### src/hw/rtl/s2rc_pkg.sv
// ----------------------------------------------------------------------------
// s2rc_pkg: shared definitions for the signed integer to radix characters block
// Widths, character codes, register indexes, sequencer states and the
// symbol table lookup used by the base checker and the output stage.
// ----------------------------------------------------------------------------
package s2rc_pkg;

    localparam int MAX_SYMBOLS_DEF = 16;
    localparam int VAL_W           = 32;
    localparam int CHAR_W          = 8;
    localparam int LEN_W           = 5;
    localparam int SYM_W           = 64;
    localparam int SYM_IDX_W       = 4;
    localparam int CFG_IDX_W       = 2;
    localparam int MAX_DIGITS      = 32;
    localparam int ND_W            = $clog2(MAX_DIGITS + 1);

    localparam logic [CHAR_W-1:0] MINUS_CHAR = 8'h2D;
    localparam logic [CHAR_W-1:0] PLUS_CHAR  = 8'h2B;

    localparam logic [CFG_IDX_W-1:0] REG_BASE_LENGTH  = 2'd0;
    localparam logic [CFG_IDX_W-1:0] REG_SYMBOLS_LOW  = 2'd1;
    localparam logic [CFG_IDX_W-1:0] REG_SYMBOLS_HIGH = 2'd2;

    typedef enum logic [2:0] {
        ST_IDLE,
        ST_CHECK,
        ST_DIV,
        ST_SIGN,
        ST_EMIT
    } state_t;

    typedef struct packed {
        logic done;
        logic ok;
    } check_res_t;

    typedef struct packed {
        logic                done;
        logic [VAL_W-1:0]    quotient;
        logic [LEN_W-1:0]    remainder;
    } div_res_t;

    // Symbol byte for a digit value: values 0..7 live in the low word, 8..15 in
    // the high word, lowest value in the lowest byte.
    function automatic logic [CHAR_W-1:0] sym_at(
        input logic [SYM_W-1:0]     lo,
        input logic [SYM_W-1:0]     hi,
        input logic [SYM_IDX_W-1:0] idx
    );
        logic [SYM_W-1:0] w;
        w = idx[3] ? hi : lo;
        return w[{idx[2:0], 3'b000} +: CHAR_W];
    endfunction

endpackage

### src/hw/rtl/s2rc_check.sv
// ----------------------------------------------------------------------------
// s2rc_check: digit symbol table checker
// Refuses a length outside 2..MAX_SYMBOLS; walks the symbols in use one per
// cycle, comparing each to the sign characters and every later symbol in use.
// ----------------------------------------------------------------------------
module s2rc_check #(
    parameter int MAX_SYMBOLS = s2rc_pkg::MAX_SYMBOLS_DEF
) (
    input  logic                            aclk,
    input  logic                            aresetn,
    input  logic                            start,
    input  logic [s2rc_pkg::LEN_W-1:0]      base_length,
    input  logic [s2rc_pkg::SYM_W-1:0]      symbols_low,
    input  logic [s2rc_pkg::SYM_W-1:0]      symbols_high,
    output s2rc_pkg::check_res_t            res
);

    localparam int DIGIT_W = $clog2(MAX_SYMBOLS);

    logic               busy_reg, busy_next;
    logic [DIGIT_W-1:0] idx_reg, idx_next;

    logic                           range_bad;
    logic                           sym_bad;
    logic                           last_sym;
    logic [s2rc_pkg::CHAR_W-1:0]    sym_i;

    always_comb begin
        range_bad = (base_length < s2rc_pkg::LEN_W'(2))
                 || (base_length > s2rc_pkg::LEN_W'(MAX_SYMBOLS));
        sym_i = s2rc_pkg::sym_at(symbols_low, symbols_high,
                                 s2rc_pkg::SYM_IDX_W'(idx_reg));
        sym_bad = (sym_i == s2rc_pkg::PLUS_CHAR) || (sym_i == s2rc_pkg::MINUS_CHAR);
        for (int j = 0; j < MAX_SYMBOLS; j++) begin
            if ((s2rc_pkg::LEN_W'(j) > s2rc_pkg::LEN_W'(idx_reg))
                    && (s2rc_pkg::LEN_W'(j) < base_length)
                    && (s2rc_pkg::sym_at(symbols_low, symbols_high,
                                         s2rc_pkg::SYM_IDX_W'(j)) == sym_i)) begin
                sym_bad = 1'b1;
            end
        end
        last_sym = (s2rc_pkg::LEN_W'(idx_reg) == base_length - s2rc_pkg::LEN_W'(1));

        res.done = busy_reg && (range_bad || sym_bad || last_sym);
        res.ok   = !range_bad && !sym_bad;

        busy_next = busy_reg;
        idx_next  = idx_reg;
        if (start) begin
            busy_next = 1'b1;
            idx_next  = '0;
        end else if (busy_reg) begin
            if (res.done) begin
                busy_next = 1'b0;
            end else begin
                idx_next = idx_reg + DIGIT_W'(1);
            end
        end
    end

    always_ff @(posedge aclk) begin
        if (!aresetn) begin
            busy_reg <= 1'b0;
            idx_reg  <= '0;
        end else begin
            busy_reg <= busy_next;
            idx_reg  <= idx_next;
        end
    end

endmodule

### src/hw/rtl/s2rc_div.sv
// ----------------------------------------------------------------------------
// s2rc_div: shared radix divider
// Restoring division of a 32-bit magnitude by the base, eight quotient bits
// per cycle.
// ----------------------------------------------------------------------------
module s2rc_div (
    input  logic                            aclk,
    input  logic                            aresetn,
    input  logic                            start,
    input  logic [s2rc_pkg::VAL_W-1:0]      dividend,
    input  logic [s2rc_pkg::LEN_W-1:0]      divisor,
    output s2rc_pkg::div_res_t              res
);

    localparam int STEPS  = 8;
    localparam int CYCLES = s2rc_pkg::VAL_W / STEPS;
    localparam int CNT_W  = $clog2(CYCLES);

    logic                           busy_reg, busy_next;
    logic [CNT_W-1:0]               cnt_reg, cnt_next;
    logic [s2rc_pkg::VAL_W-1:0]     dq_reg, dq_next;
    logic [s2rc_pkg::LEN_W-1:0]     rem_reg, rem_next;

    logic [s2rc_pkg::VAL_W-1:0]     dq_step;
    logic [s2rc_pkg::LEN_W-1:0]     rem_step;
    logic [s2rc_pkg::LEN_W:0]       trial;

    always_comb begin
        dq_step  = dq_reg;
        rem_step = rem_reg;
        // The partial remainder stays below the divisor, so the trial value
        // never exceeds twice the largest base.
        for (int k = 0; k < STEPS; k++) begin
            trial = {rem_step, dq_step[s2rc_pkg::VAL_W-1]};
            if (trial >= {1'b0, divisor}) begin
                rem_step = s2rc_pkg::LEN_W'(trial - {1'b0, divisor});
                dq_step  = {dq_step[s2rc_pkg::VAL_W-2:0], 1'b1};
            end else begin
                rem_step = trial[s2rc_pkg::LEN_W-1:0];
                dq_step  = {dq_step[s2rc_pkg::VAL_W-2:0], 1'b0};
            end
        end

        res.done      = busy_reg && (cnt_reg == CNT_W'(CYCLES - 1));
        res.quotient  = dq_step;
        res.remainder = rem_step;

        busy_next = busy_reg;
        cnt_next  = cnt_reg;
        dq_next   = dq_reg;
        rem_next  = rem_reg;
        if (start) begin
            busy_next = 1'b1;
            cnt_next  = '0;
            dq_next   = dividend;
            rem_next  = '0;
        end else if (busy_reg) begin
            dq_next  = dq_step;
            rem_next = rem_step;
            cnt_next = cnt_reg + CNT_W'(1);
            if (res.done) begin
                busy_next = 1'b0;
            end
        end
    end

    always_ff @(posedge aclk) begin
        if (!aresetn) begin
            busy_reg <= 1'b0;
            cnt_reg  <= '0;
        end else begin
            busy_reg <= busy_next;
            cnt_reg  <= cnt_next;
        end
    end

    always_ff @(posedge aclk) begin
        dq_reg  <= dq_next;
        rem_reg <= rem_next;
    end

endmodule

### src/hw/rtl/signed_integer_to_radix_chars.sv
// ----------------------------------------------------------------------------
// signed_integer_to_radix_chars: signed 32-bit number to base-N characters
// Prints each input word as a run of characters in a configurable base,
// minus sign first for negatives, last mark on the final character.
// ----------------------------------------------------------------------------
// Usage:
// The input channel (s_valid, s_ready, s_value) takes one signed word at a
// time; s_ready is high only while the block is idle. The output channel
// (m_valid, m_ready, m_character, m_last) carries the characters of each word,
// most significant digit first, m_last high on the final one.
// Configure base_length and the two symbol words through the write port
// while the block is idle. A refused base consumes the word and emits nothing.
// Steps per word: accept, the symbol check (one symbol per cycle), the shared
// divider for each digit (eight quotient bits per cycle), then one character
// per cycle, while the receiver is ready, leaves through the output register.
// When the receiver stalls, the output register holds its character and the
// sequencer waits. Reset clears the registers to zero, so every word is
// refused until a base is written.
// ----------------------------------------------------------------------------
module signed_integer_to_radix_chars #(
    parameter int MAX_SYMBOLS = s2rc_pkg::MAX_SYMBOLS_DEF
) (
    input  logic                                aclk,
    input  logic                                aresetn,
    input  logic                                cfg_wen,
    input  logic [s2rc_pkg::CFG_IDX_W-1:0]      cfg_index,
    input  logic [s2rc_pkg::SYM_W-1:0]          cfg_wdata,
    input  logic                                s_valid,
    output logic                                s_ready,
    input  logic signed [s2rc_pkg::VAL_W-1:0]   s_value,
    output logic                                m_valid,
    input  logic                                m_ready,
    output logic [s2rc_pkg::CHAR_W-1:0]         m_character,
    output logic                                m_last
);

    localparam int DIGIT_W = $clog2(MAX_SYMBOLS);
    localparam int STACK_W = s2rc_pkg::MAX_DIGITS * DIGIT_W;

    logic [s2rc_pkg::LEN_W-1:0]     base_length_reg;
    logic [s2rc_pkg::SYM_W-1:0]     symbols_low_reg;
    logic [s2rc_pkg::SYM_W-1:0]     symbols_high_reg;

    s2rc_pkg::state_t               state_reg, state_next;
    logic [s2rc_pkg::VAL_W-1:0]     mag_reg, mag_next;
    logic                           neg_reg, neg_next;
    logic [STACK_W-1:0]             stack_reg, stack_next;
    logic [s2rc_pkg::ND_W-1:0]      nd_reg, nd_next;
    logic                           m_valid_reg, m_valid_next;
    logic [s2rc_pkg::CHAR_W-1:0]    m_character_reg, m_character_next;
    logic                           m_last_reg, m_last_next;

    logic                           chk_start;
    s2rc_pkg::check_res_t           chk_res;
    logic                           div_start;
    logic [s2rc_pkg::VAL_W-1:0]     div_dividend;
    s2rc_pkg::div_res_t             div_res;
    logic                           out_free;
    logic [s2rc_pkg::ND_W-1:0]      nd_inc;

    always_ff @(posedge aclk) begin
        if (!aresetn) begin
            base_length_reg  <= '0;
            symbols_low_reg  <= '0;
            symbols_high_reg <= '0;
        end else if (cfg_wen) begin
            case (cfg_index)
                s2rc_pkg::REG_BASE_LENGTH: begin
                    base_length_reg <= cfg_wdata[s2rc_pkg::LEN_W-1:0];
                end
                s2rc_pkg::REG_SYMBOLS_LOW: begin
                    symbols_low_reg <= cfg_wdata;
                end
                s2rc_pkg::REG_SYMBOLS_HIGH: begin
                    symbols_high_reg <= cfg_wdata;
                end
                default: begin
                end
            endcase
        end
    end

    s2rc_check #(
        .MAX_SYMBOLS (MAX_SYMBOLS)
    ) u_check (
        .aclk         (aclk),
        .aresetn      (aresetn),
        .start        (chk_start),
        .base_length  (base_length_reg),
        .symbols_low  (symbols_low_reg),
        .symbols_high (symbols_high_reg),
        .res          (chk_res)
    );

    s2rc_div u_div (
        .aclk     (aclk),
        .aresetn  (aresetn),
        .start    (div_start),
        .dividend (div_dividend),
        .divisor  (base_length_reg),
        .res      (div_res)
    );

    assign div_dividend = (state_reg == s2rc_pkg::ST_CHECK) ? mag_reg : div_res.quotient;
    assign out_free     = !m_valid_reg || m_ready;
    assign nd_inc       = nd_reg + s2rc_pkg::ND_W'(1);

    always_comb begin
        state_next       = state_reg;
        mag_next         = mag_reg;
        neg_next         = neg_reg;
        stack_next       = stack_reg;
        nd_next          = nd_reg;
        m_valid_next     = m_valid_reg && !m_ready;
        m_character_next = m_character_reg;
        m_last_next      = m_last_reg;
        chk_start        = 1'b0;
        div_start        = 1'b0;
        s_ready          = 1'b0;

        case (state_reg)
            s2rc_pkg::ST_IDLE: begin
                s_ready = 1'b1;
                if (s_valid) begin
                    neg_next   = s_value[s2rc_pkg::VAL_W-1];
                    mag_next   = s_value[s2rc_pkg::VAL_W-1] ? (~s_value + 1'b1) : s_value;
                    chk_start  = 1'b1;
                    state_next = s2rc_pkg::ST_CHECK;
                end
            end
            s2rc_pkg::ST_CHECK: begin
                if (chk_res.done) begin
                    if (chk_res.ok) begin
                        div_start  = 1'b1;
                        nd_next    = '0;
                        state_next = s2rc_pkg::ST_DIV;
                    end else begin
                        state_next = s2rc_pkg::ST_IDLE;
                    end
                end
            end
            s2rc_pkg::ST_DIV: begin
                if (div_res.done) begin
                    // Digits go onto a stack so the last one found leaves first.
                    stack_next = {stack_reg[STACK_W-DIGIT_W-1:0],
                                  div_res.remainder[DIGIT_W-1:0]};
                    nd_next    = nd_inc;
                    if ((div_res.quotient != '0)
                            && (nd_inc < s2rc_pkg::ND_W'(s2rc_pkg::MAX_DIGITS))) begin
                        div_start = 1'b1;
                    end else begin
                        state_next = neg_reg ? s2rc_pkg::ST_SIGN : s2rc_pkg::ST_EMIT;
                    end
                end
            end
            s2rc_pkg::ST_SIGN: begin
                if (out_free) begin
                    m_valid_next     = 1'b1;
                    m_character_next = s2rc_pkg::MINUS_CHAR;
                    m_last_next      = 1'b0;
                    state_next       = s2rc_pkg::ST_EMIT;
                end
            end
            s2rc_pkg::ST_EMIT: begin
                if (out_free) begin
                    m_valid_next     = 1'b1;
                    m_character_next = s2rc_pkg::sym_at(symbols_low_reg, symbols_high_reg,
                                           s2rc_pkg::SYM_IDX_W'(stack_reg[DIGIT_W-1:0]));
                    m_last_next      = (nd_reg == s2rc_pkg::ND_W'(1));
                    stack_next       = stack_reg >> DIGIT_W;
                    nd_next          = nd_reg - s2rc_pkg::ND_W'(1);
                    if (nd_reg == s2rc_pkg::ND_W'(1)) begin
                        state_next = s2rc_pkg::ST_IDLE;
                    end
                end
            end
            default: begin
                state_next = s2rc_pkg::ST_IDLE;
            end
        endcase
    end

    always_ff @(posedge aclk) begin
        if (!aresetn) begin
            state_reg   <= s2rc_pkg::ST_IDLE;
            m_valid_reg <= 1'b0;
            nd_reg      <= '0;
        end else begin
            state_reg   <= state_next;
            m_valid_reg <= m_valid_next;
            nd_reg      <= nd_next;
        end
    end

    always_ff @(posedge aclk) begin
        mag_reg         <= mag_next;
        neg_reg         <= neg_next;
        stack_reg       <= stack_next;
        m_character_reg <= m_character_next;
        m_last_reg      <= m_last_next;
    end

    assign m_valid     = m_valid_reg;
    assign m_character = m_character_reg;
    assign m_last      = m_last_reg;

endmodule

### config.mk
export PLATFORM = sky130hd
export DESIGN_NAME = signed_integer_to_radix_chars
export DESIGN_NICKNAME = d
export VERILOG_FILES = /design/src/hw/rtl/s2rc_pkg.sv /design/src/hw/rtl/s2rc_check.sv /design/src/hw/rtl/s2rc_div.sv /design/src/hw/rtl/signed_integer_to_radix_chars.sv
export SDC_FILE = /design/constraint.sdc
export NUM_CORES = 1
export LEC_CHECK = 0
export BUFFER_PORTS_ARGS = -buffer_cell sky130_fd_sc_hd__buf_2
export CAP_MARGIN = 20
export CELL_PAD_IN_SITES_DETAIL_PLACEMENT = 0
export CELL_PAD_IN_SITES_GLOBAL_PLACEMENT = 2
export CORE_ASPECT_RATIO = 1.75
export CORE_UTILIZATION = 36
export CTS_CLUSTER_SIZE = 30
export DETAILED_ROUTE_END_ITERATION = 10
export PLACE_DENSITY_LB_ADDON = 0.1
export SLEW_MARGIN = 15
export SYNTH_ARGS = -nofsm -noshare
export SYNTH_HDL_FRONTEND = slang
export SYNTH_HIERARCHICAL = 1
export SYNTH_SLANG_ARGS = --single-unit
### constraint.sdc
create_clock -name aclk -period 15 [get_ports aclk]
set_input_delay 3 -clock aclk [delete_from_list [all_inputs] [get_ports aclk]]
set_output_delay 3 -clock aclk [all_outputs]
set_load 0.1 [all_outputs]
======== Yosys cells after proc, flatten, opt, wreduce, memory -nomap -nowiden ========
Index checks and enable logic that the tools add are counted.
cells by class
  $lt $le $gt $ge ......................... 41
  eq/ne operators ......................... 34
  add/subtract/negate cells ............... 14
  shift-type cells ........................ 2
  bitwise operators ....................... 3
  reductions and logical operators ........ 63
  muxes and demuxes ....................... 77
operator list
  operator                                              number
  two-way mux 128 bit                                   2
  case mux 128 bit (2 select lines)                     1
  two-way mux 64 bit                                    2
  variable part select 64 x 7 -> 8 bit                  2
  equality test 8 bit                                   15
  two-way mux 32 bit                                    3
  greater-or-equal comparator 6 x 5 -> 1 bit            8
  < comparator 4 x 5 -> 1 bit (first input constant)    8
  two-way mux 1 bit                                     40
  two-way mux 5 bit                                     8
  subtractor 5 bit                                      8
  logical AND 1 bit                                     35
  adder 32 x 1 -> 32 bit (second input constant)        1
  > comparator 4 bit (first input constant)             8
  inverter 32 bit                                       1
  nonzero test 32 bit                                   1
  two-way mux 31 bit                                    1
  two-way mux 3 bit                                     8
  two-way mux 6 bit                                     4
  < comparator 3 x 5 -> 1 bit (first input constant)    4
  case mux 6 bit (3 select lines)                       1
  equality test 8 x 6 -> 1 bit (second input constant)  2
  > comparator 3 x 4 -> 1 bit (first input constant)    4
  two-way mux 8 bit                                     2
  other kinds (36)                                      65
word-level totals
  output and inout bits ................... 11
  flip-flop bits (word level) ............. 358
  bits of input ports ..................... 103

======== Logic depth before layout (Yosys ltp) ========
Gate-level depths: netlist (run 1).
  word-level depth ........................ 25
  depth in mapped cells ................... 88
  mapped depth without buffers ............ 85

======== Cells and area by module ========
The synthesis (run 1) kept the hierarchy.
by module, submodules not included
  module                         sequential area each (µm²)  cells each  area an instance (µm²)  instances
  signed_integer_to_radix_chars  7967.6                      1450        14094.8                 1
  s2rc_check                     100.1                       674         4804.6                  1
  s2rc_div                       1121.1                      424         4261.6                  1

======== Worst setup path after synthesis (run 1) ========
No wires, ideal clock.
  path kind ............................... reg2reg
  start ................................... register base_length_reg[1] (netlist bit)
  end ..................................... register u_div/dq_reg[0] (netlist bit), enable pin
  slack ................................... -1234 ps
  period minus slack after synthesis ...... 16234 ps
  stages on the path, launching flop included .. 80
  data required time ...................... 14522 ps
  arrival time ............................ 15756 ps
  path buffers ............................ 4
  path through ............................ dfxtp_1 > inv_1 > fa_1 > a21oi_1 > nor2_1 > nor2_2 > inv_1 > o21ai_1 > inv_1 > ha_1 > or2_2 > o311a_1 > a311o_1 > nor2_4 > inv_4 > o21ai_0 > fa_1 > nor2b_1 > [44 not listed] > a21oi_2 > ha_1 > a21oi_1 > o21bai_1 > a21o_1 > a21oi_1 > or2b_1 > a21o_1 > nand2_2 > inv_2 > nor4_1 > nand4_1 > o2111ai_1 > o21ai_0 > buf_6 > inv_1 > clkbuf_1 > nand2_1
RTL lines
  item                    line                                 RTL
  start, declared         signed_integer_to_radix_chars.sv:40  logic [s2rc_pkg::LEN_W-1:0] base_length_reg;
  start signal, assigned  signed_integer_to_radix_chars.sv:69  base_length_reg <= cfg_wdata[s2rc_pkg::LEN_W-1:0];
  end signal, assigned    s2rc_div.sv:78                       dq_reg <= dq_next;
  end, declared           s2rc_div.sv:21                       logic [s2rc_pkg::VAL_W-1:0] dq_reg, dq_next;

==> flow_summary.json, run 1 <==
{
  "status": "finished clean",
  "cts_hold_buffers": 0,
  "yosys_warnings": 6,
  "first_pass_iters": 6,
  "route.detailed.drc": 0,
  "post-route-period-util_pct": 95.3,
  "initial_utilization_pct": 36.6,
  "ios": 114,
  "coreArea_sq_mm": 0.0633,
  "syn_area_sq_mm": 0.0232,
  "htreeDepth": 2,
  "final_layout_size_suffix_gt1_share_pct": 19.0,
  "grt_util_met2_pct": 44.8,
  "grtUsageTotal_pct": 24.7,
  "cts_root_buf": "clkbuf_16",
  "worst_skew_pair.late_latency_ps": 590,
  "start_kind": "register",
  "fin_cells": 3452,
  "syn_inst": 2547,
  "syn_area_per_cell_sq_um": 9.09,
  "postPlaceCellArea_sq_mm": 0.0245,
  "cp_max_fo": 8,
  "cp_slowest_cell": "edfxtp_1",
  "syn_nets": 2709,
  "ctsLongestPathBuffers": 3,
  "die_y_microns": 338,
  "hp-class": "reg -> reg",
  "clkTransAtPathRegs_ps": 60,
  "wl_mm": 81.9,
  "dpl.cell_count": 3366,
  "cp-end-kind": "register",
  "antenna_found_initial": 4,
  "largest_register_ffs": 128,
  "top_usage_layer": "met2",
  "cts_buffers": 38,
  "tightest_slew_ps": 1060,
  "finClkSkew_ps": 20.0,
  "arrival_ps": 14640,
  "nets": 2776,
  "first_global_vias": 19297,
  "grtUsageMet3_pct": 3.13,
  "fin_area_sq_mm": 0.0260,
  "area_growth_pct": 12.3,
  "cts_tree": "done",
  "vias": 19690,
  "worst_slack_ps": 712,
  "hold_violations": 0,
  "cts.sinks": 358,
  "holdWs_ps": 486,
  "slowest_delay_ps": 400,
  "required_ps": 15360,
  "fin_crit_ps": 14290,
  "fmax_mhz": 70.0,
  "setup_viol": 0,
  "finalMaxSlewViolations": 0,
  "place_ws_ps": -76.8,
  "relSlewSlack_pct": 27.3,
  "met1_usage_pct": 28.7,
  "design.die.area_sq_mm": 0.0654,
  "path_common_cell": "ha_1",
  "first_iter_violations": 1300,
  "postRouteAntennaNets": 0,
  "wire_per_inst_microns": 23.7,
  "grt_max_degree": 99,
  "io_buffers": 113,
  "fp.dieW_microns": 194,
  "gp_congestion": 0.965,
  "critical_path_class": "reg -> reg",
  "vias_per_cell": 5.70,
  "grt_pass1_wl_mm": 122,
  "cap_viol_max_count": 0,
  "rows": 122,
  "grt_overflow": 0,
  "place_hpwl_mm": 60.7
}
-- timing repair --
action                     CTS  global route
gates resized for setup      4            39
setup buffers                0            12
pin swaps                    0            18
setup endpoints to repair   65            79
cloned                       0             2
-- worst paths after layout --
kind / start / endpoint / slack (ps) / depth (start not counted)
setup reg to reg: u_div/dq_reg[31] / u_div/dq_reg[19] / 710 / 73
hold / removal: symbols_low_reg[4] / symbols_low_reg[4] / 490 / 2
setup / recovery: u_div/dq_reg[31] / u_div/dq_reg[19] / 710 / 73
hold reg to reg: symbols_low_reg[4] / symbols_low_reg[4] / 490 / 2
-- critical path: cells and delay by family (launching register included) --
family | cells | cell delay (ps)
adders and majority gates | 9 | 2500
AOI/OAI and AO/OA | 27 | 5260
buffers and inverters | 12 | 1440
DFF | 1 | 400
muxes | 7 | 1770
and+or+nand+nor | 18 | 2650
-- per-layer routing --
metal | vias to the layer above | part of all wire [%]
met5 | - | 0.033
met4 | 4 | 4.9
met3 | 142 | 3.9
met2 | 502 | 51
met1 | 9789 | 40
li1 | 9253 | -
-- cell type report --
class	count	area, sq um
multi-input cells	1952	13100
well taps	806	1010
inverters	63	245
clock inverters	16	185
fillers	6390	37300
flip-flops and latches	358	9200
repair buffers	201	1270
clock buffers	53	1020
diodes	3	7.51
-- cell usage in the layout (no fill, tap or decap), types with 16 or more instances in the layout --
master and count:
clkbuf_16 39, a21o_1 16, o21a_1 22, xor2_1 31, nor4_1 27, nand3_1 25, inv_1 52, mux2i_1 71
buf_4 83, o22ai_1 21, a21oi_1 169, dfxtp_1 152, or3_1 39, o21ai_0 73, buf_2 113, xnor2_1 88
nor2_1 70, and3_1 18, nand2_1 700, mux4_2 45, nand4_1 24, edfxtp_1 202, ha_1 45, mux2_2 76
nor3_1 42
-- metrics by stage --
stage	TNS, ps	utilization [%]
floorplan	0	-
global placement	0	38.6
detailed placement	-2280	38.6
CTS	0	40.6
global route	-3190	41.0
finish	0	41.1
Power of run 1 is left out: the tool's default activity adds up to more than one toggle a clock period on the data nets, which glitch-free logic cannot reach.
==> run 2, diff against run 1 <==
--- a/config.mk
+++ b/config.mk
@@ -17,5 +17,4 @@
 export SLEW_MARGIN = 15
 export SYNTH_ARGS = -nofsm -noshare
 export SYNTH_HDL_FRONTEND = slang
-export SYNTH_HIERARCHICAL = 1
 export SYNTH_SLANG_ARGS = --single-unit
==> run 2 against run 1 <==
Maximum frequency up 0.85%. Flip-flop and latch count did not move. Final cell count down 7.2%. Global-route usage grew 0.070 points. First-iteration DRC count fell by 31%. Non-clock buffer count is 16 lower. Critical path depth down 3. Area after synthesis decreased by 6.3%. Clock skew grew 8.8 ps. Register-to-register slack better by 120 ps. Die area decreased by 6.2%.
==> flow_summary.json, run 2 <==
{
  "route.detailed.drc": 0,
  "syn_nets": 2464,
  "final_layout_size_suffix_gt1_share_pct": 16.3,
  "fp.dieW_microns": 188,
  "yosys_warnings": 0,
  "mostFrequentLayoutCells": "681 x nand2_1, 202 x edfxtp_1, 175 x a21oi_1",
  "vdd_drop_max_mv": 0.353,
  "antenna_found_initial": 2,
  "leakage_uw": 0.00913,
  "grtUsageTotal_pct": 24.8,
  "grt_max_degree": 93,
  "design.die.area_sq_mm": 0.0613,
  "synthAdderAreaFrac_pct": 3.68,
  "netlist-cell-type-count": 110,
  "start_kind": "register",
  "cts_tree": "done",
  "final_common_cell": "nand2_1",
  "nets": 2557,
  "synth_top_area_cell": "edfxtp_1",
  "synth_edf_count": 202,
  "vias": 17457,
  "synthXorXnorAreaFrac_pct": 7.02,
  "post-route-period-util_pct": 94.5,
  "area_growth_pct": 13.5,
  "synth_most_common_cell": "nand2_1",
  "fillerInstances": 5991,
  "wl_mm": 76.2,
  "synth_area_leaders": "edfxtp_1 28%, dfxtp_1 14%, nand2_1 12%",
  "fmax_mhz": 70.6,
  "wire_per_inst_microns": 23.8,
  "grt_overflow": 0,
  "synth_top_area_share_pct": 28.0,
  "setup_viol": 0,
  "required_ps": 15470,
  "finalMaxSlewViolations": 0,
  "arrival_ps": 14630,
  "dpl.cell_count": 3122,
  "coreArea_sq_mm": 0.0594,
  "htreeDepth": 2,
  "vias_per_cell": 5.45,
  "syn_inst": 2302,
  "cts_buffers": 38,
  "path_common_cell": "ha_1",
  "relSlewSlack_pct": 31.0,
  "rows": 118,
  "cts.sinks": 358,
  "yosys.area_share.simple_pct": 19.4,
  "gp_congestion": 0.928,
  "largest_register_ffs": 128,
  "ios": 114,
  "ys_seq_area_share_pct": 42.3,
  "cap_viol_max_count": 0,
  "place_hpwl_mm": 56.7,
  "finClkSkew_ps": 28.9,
  "syn_area_per_cell_sq_um": 9.43,
  "setup_tns_ps": 0,
  "first_iter_violations": 897,
  "hold_depth": 2,
  "hold_violations": 0,
  "r2r_start": "u_div.dq_reg[31]",
  "r2r_cells": 70,
  "first_global_vias": 17866,
  "first_pass_iters": 5,
  "cp_max_fo": 10,
  "synth_compound_area_share_pct": 12.2,
  "die_y_microns": 327,
  "ys_ff_latch": 358,
  "clkTransAtPathRegs_ps": 70,
  "ctsLongestPathBuffers": 3,
  "cp_slowest_cell": "fa_1",
  "synth_top_family_by_area": "simple AND/OR/NAND/NOR gates",
  "syn_area_sq_mm": 0.0217,
  "fin_cells": 3205,
  "powerDensity_mw_per_mm2": 214,
  "slowest_delay_ps": 440,
  "io_buffers": 113,
  "yosys_most_used_dff": "edfxtp_1",
  "tightest_slew_ps": 1030,
  "initial_utilization_pct": 36.6,
  "cp-end-kind": "register",
  "hp-class": "reg -> reg",
  "postRouteAntennaNets": 0,
  "hp-start": "symbols_low_reg[1]",
  "cts_root_buf": "clkbuf_16",
  "synth-async-reset-ratio_pct": 0,
  "fin_crit_ps": 14170,
  "status": "finished clean",
  "critical_path_class": "reg -> reg",
  "power_uw": 5270,
  "grt_pass1_wl_mm": 114,
  "crit_start": "u_div.dq_reg[31]",
  "netlist_top_cells_count": "683 x nand2_1, 202 x edfxtp_1, 179 x a21oi_1",
  "worst_skew_pair.late_latency_ps": 570,
  "synth.area.mux_share_pct": 11.4
}
[run 2: path summary, 6_finish.rpt]
kind | slack, ps | end
worst max-delay path | 830 | u_div.rem_reg[2]
worst min register to register | 480 | symbols_low_reg[1]
worst max register to register | 830 | u_div.rem_reg[2]
worst min-delay path | 480 | symbols_low_reg[1]
[run 2: where the power goes]
part	internal (uW)	total, uW	switching, uW
sequential	1200	1260	59.8
clock	556	969	413
combinational	1390	3050	1650
total	3150	5270	2130
[run 2: cell families after synthesis]
| kind of cell | after synthesis |
|---|---|
| XOR/XNOR | 174 |
| AND/OR/NAND/NOR | 968 |
| adder cells (fa/ha/maj) | 59 |
| multiplexers | 155 |
| flip-flops | 358 |
| buffers and inverters | 185 |
| AO/OA/AOI/OAI | 403 |
[run 2: what timing repair did]
action,4_1_cts,5_1_grt
resized for setup,7,33
setup buffers,1,12
endpoints found under the setup margin,15,16
hold buffers,0,0
pin swaps,0,7
[run 2: final cells by class]
class / count / area (sq um) / share of cell area, %
Timing Repair Buffer: 185 / 1120 / 4.54
Antenna cell: 1 / 2.50 / 0.0102
Clock buffer: 51 / 1030 / 4.19
Multi-Input combinational cell: 1759 / 11900 / 48.3
Sequential cell: 358 / 9190 / 37.3
Clock inverter: 18 / 220 / 0.894
Inverter: 53 / 201 / 0.818
Tap cell: 780 / 976 / 3.96
[run 2: through the flow]
stage                     hold WS (ps)  worst slack (ps)  area [sq um]  utilization, %
after floorplan                    443               277         21700               -
after global placement             459             -7.42         23100            38.9
after detailed placement           467              -361         23100            38.9
after CTS                          477              49.5         24400            41.1
after global routing               498             -54.3         24600            41.5
final                              480               832         24600            41.5
[run 2: layer usage]
metal  up-vias  GRT usage, %  share of wire (%)
met1      8563          24.7                 35
li1       8301             -                  -
met4         2          18.0                8.1
met3       179          2.85                3.1
met5         -             0              0.017
met2       412          47.0                 54
[run 2: critical path: cells and delay by family (launching register included)]
| kind | cells | cell delay (ps) |
|---|---|---|
| adders and majority gates | 9 | 3010 |
| AOI/OAI and AO/OA | 29 | 5560 |
| muxes | 6 | 1690 |
| and+or+nand+nor | 17 | 2370 |
| buffers and inverters | 9 | 1060 |
| DFF | 1 | 400 |
(Power assumes the default switching activity.)
==> run 3, diff against run 2 <==
--- a/config.mk
+++ b/config.mk
@@ -10,7 +10,10 @@
 export CELL_PAD_IN_SITES_DETAIL_PLACEMENT = 0
 export CELL_PAD_IN_SITES_GLOBAL_PLACEMENT = 2
 export CORE_ASPECT_RATIO = 1.75
-export CORE_UTILIZATION = 36
+export CORE_MARGIN = 1.5
+export CORE_UTILIZATION = 37
+export CTS_BUF_LIST = sky130_fd_sc_hd__clkbuf_8
+export CTS_CLUSTER_DIAMETER = 50
 export CTS_CLUSTER_SIZE = 30
 export DETAILED_ROUTE_END_ITERATION = 10
 export PLACE_DENSITY_LB_ADDON = 0.1
==> run 3 against run 2 <==
Wire length fell by 1.9%. Count of clock-buffer cells in the layout fell by 20. Critical path depth rose by 1. Clock power fell by 32%. Critical path type unchanged. Setup slack improved by 110 ps. Utilization fell by 0.31 points. Global-route usage rose by 0.29 points. Maximum frequency rose by 0.81%. Flip-flop and latch count did not move. Combinational power fell by 6.6%. Final cell count fell by 1.0%.
==> flow_summary.json, run 3 (synthesized netlist as in run 2, its figures left out) <==
{
  "hold_violations": 0,
  "ctsLongestPathBuffers": 3,
  "ios": 114,
  "r2r_start": "u_div.dq_reg[31]",
  "vias_per_cell": 5.45,
  "r2r_cells": 71,
  "tightest_slew_ps": 1120,
  "design.die.area_sq_mm": 0.0602,
  "final_common_cell": "nand2_1",
  "crit_start": "u_div.dq_reg[31]",
  "vdd_drop_max_mv": 0.313,
  "cts.sinks": 358,
  "route.detailed.drc": 0,
  "status": "finished clean",
  "fp.dieW_microns": 186,
  "worst_skew_pair.late_latency_ps": 720,
  "coreArea_sq_mm": 0.0581,
  "clkTransAtPathRegs_ps": 120,
  "nets": 2537,
  "first_pass_iters": 5,
  "relSlewSlack_pct": 23.7,
  "setup_viol": 0,
  "start_kind": "register",
  "fillerInstances": 5955,
  "grt_overflow": 0,
  "cp_slowest_cell": "fa_1",
  "fin_crit_ps": 14050,
  "cap_viol_max_count": 0,
  "leakage_uw": 0.00883,
  "io_buffers": 113,
  "utilization_pct": 41.2,
  "grt_max_degree": 104,
  "critical_path_class": "reg -> reg",
  "post-route-period-util_pct": 93.7,
  "r2r-end": "u_div.rem_reg[2]",
  "arrival_ps": 14690,
  "wire_per_inst_microns": 23.6,
  "dpl.cell_count": 3108,
  "cp_max_fo": 8,
  "rows": 117,
  "cp-end-kind": "register",
  "cts_root_buf": "clkbuf_8",
  "first_iter_violations": 940,
  "cts_buffers": 30,
  "finalMaxSlewViolations": 0,
  "area_growth_pct": 10.3,
  "antenna_found_initial": 2,
  "wl_mm": 74.7,
  "grt_pass1_wl_mm": 111,
  "setup_tns_ps": 0,
  "mostFrequentLayoutCells": "681 x nand2_1, 202 x edfxtp_1, 175 x a21oi_1",
  "powerDensity_mw_per_mm2": 199,
  "largest_register_ffs": 128,
  "fmax_mhz": 71.2,
  "first_global_vias": 17625,
  "endpoint": "u_div.rem_reg[2]",
  "initial_utilization_pct": 37.3,
  "cts_tree": "done",
  "postPlaceCellArea_sq_mm": 0.0230,
  "grtUsageTotal_pct": 25.1,
  "reg2reg_slack_ps": 950,
  "fin_area_sq_mm": 0.0239,
  "final_layout_size_suffix_gt1_share_pct": 15.7,
  "slowest_delay_ps": 440,
  "gp_congestion": 0.936,
  "place_hpwl_mm": 56.5,
  "postRouteAntennaNets": 0,
  "hp-class": "reg -> reg",
  "finClkSkew_ps": 76.8,
  "fin_cells": 3173,
  "required_ps": 15640,
  "die_y_microns": 323,
  "vias": 17277,
  "htreeDepth": 1
}
==> run 3: worst min path at each step <==
stage | from | end | cells past startpoint
floorplan | symbols_low_reg[1] | symbols_low_reg[1] | 2
global placement | symbols_low_reg[2] | symbols_low_reg[2] | 2
detailed placement | symbols_low_reg[2] | symbols_low_reg[2] | 2
CTS | symbols_low_reg[2] | symbols_low_reg[2] | 2
global route | stack_reg[24] | stack_reg[20] | 2
finish | symbols_low_reg[2] | symbols_low_reg[2] | 2
==> run 3: final cells by class <==
| class | count | area [sq um] | area share [%] |
|---|---|---|---|
| Multi-Input combinational cell | 1759 | 11800 | 49.5 |
| Sequential cell | 358 | 9190 | 38.4 |
| Timing Repair Buffer | 173 | 1020 | 4.24 |
| Tap cell | 773 | 967 | 4.04 |
| Clock buffer | 31 | 427 | 1.78 |
| Clock inverter | 25 | 298 | 1.24 |
| Inverter | 53 | 201 | 0.841 |
| Antenna cell | 1 | 2.50 | 0.0105 |
==> run 3: report_power, final <==
part	internal, uW	switching (uW)
Combinational	1290	1570
Clock	268	392
Sequential	1200	64.0
==> run 3: repair_timing <==
item                                    in CTS  in global routing
setup buffers                                0                  8
pin swaps                                    0                  5
gates cloned                                 0                  0
endpoints found under the setup margin      14                 16
hold buffers                                 0                  0
endpoints found under the hold margin        0                  0
resized for setup                            6                 24
==> run 3: metrics by stage <==
step                total power [uW]  setup slack [ps]  hold slack (ps)
detailed placement              3880              -287              466
floorplan                       3220               277              443
global placement                3860             -73.7              464
global route                    5080             -67.3              508
finish                          4770               947              484
CTS                             4630              50.5              480
==> run 3: critical path: cells and delay by family, from the launching register on <==
family / cells / cell delay [ps]
AOI/OAI and AO/OA: 28 / 5670
adders and majority gates: 9 / 2980
buffers and inverters: 9 / 940
DFF: 1 / 400
muxes: 5 / 1290
and+or+nand+nor: 20 / 2700
==> run 3: layer usage <==
| metal | vias to the layer above | global-route usage, % | part of all wire [%] |
|---|---|---|---|
| met5 | - | 0 | 0 |
| met4 | 0 | 18.8 | 8.6 |
| met3 | 183 | 2.40 | 2.9 |
| met2 | 415 | 46.9 | 53 |
| met1 | 8433 | 25.4 | 35 |
| li1 | 8246 | - | - |
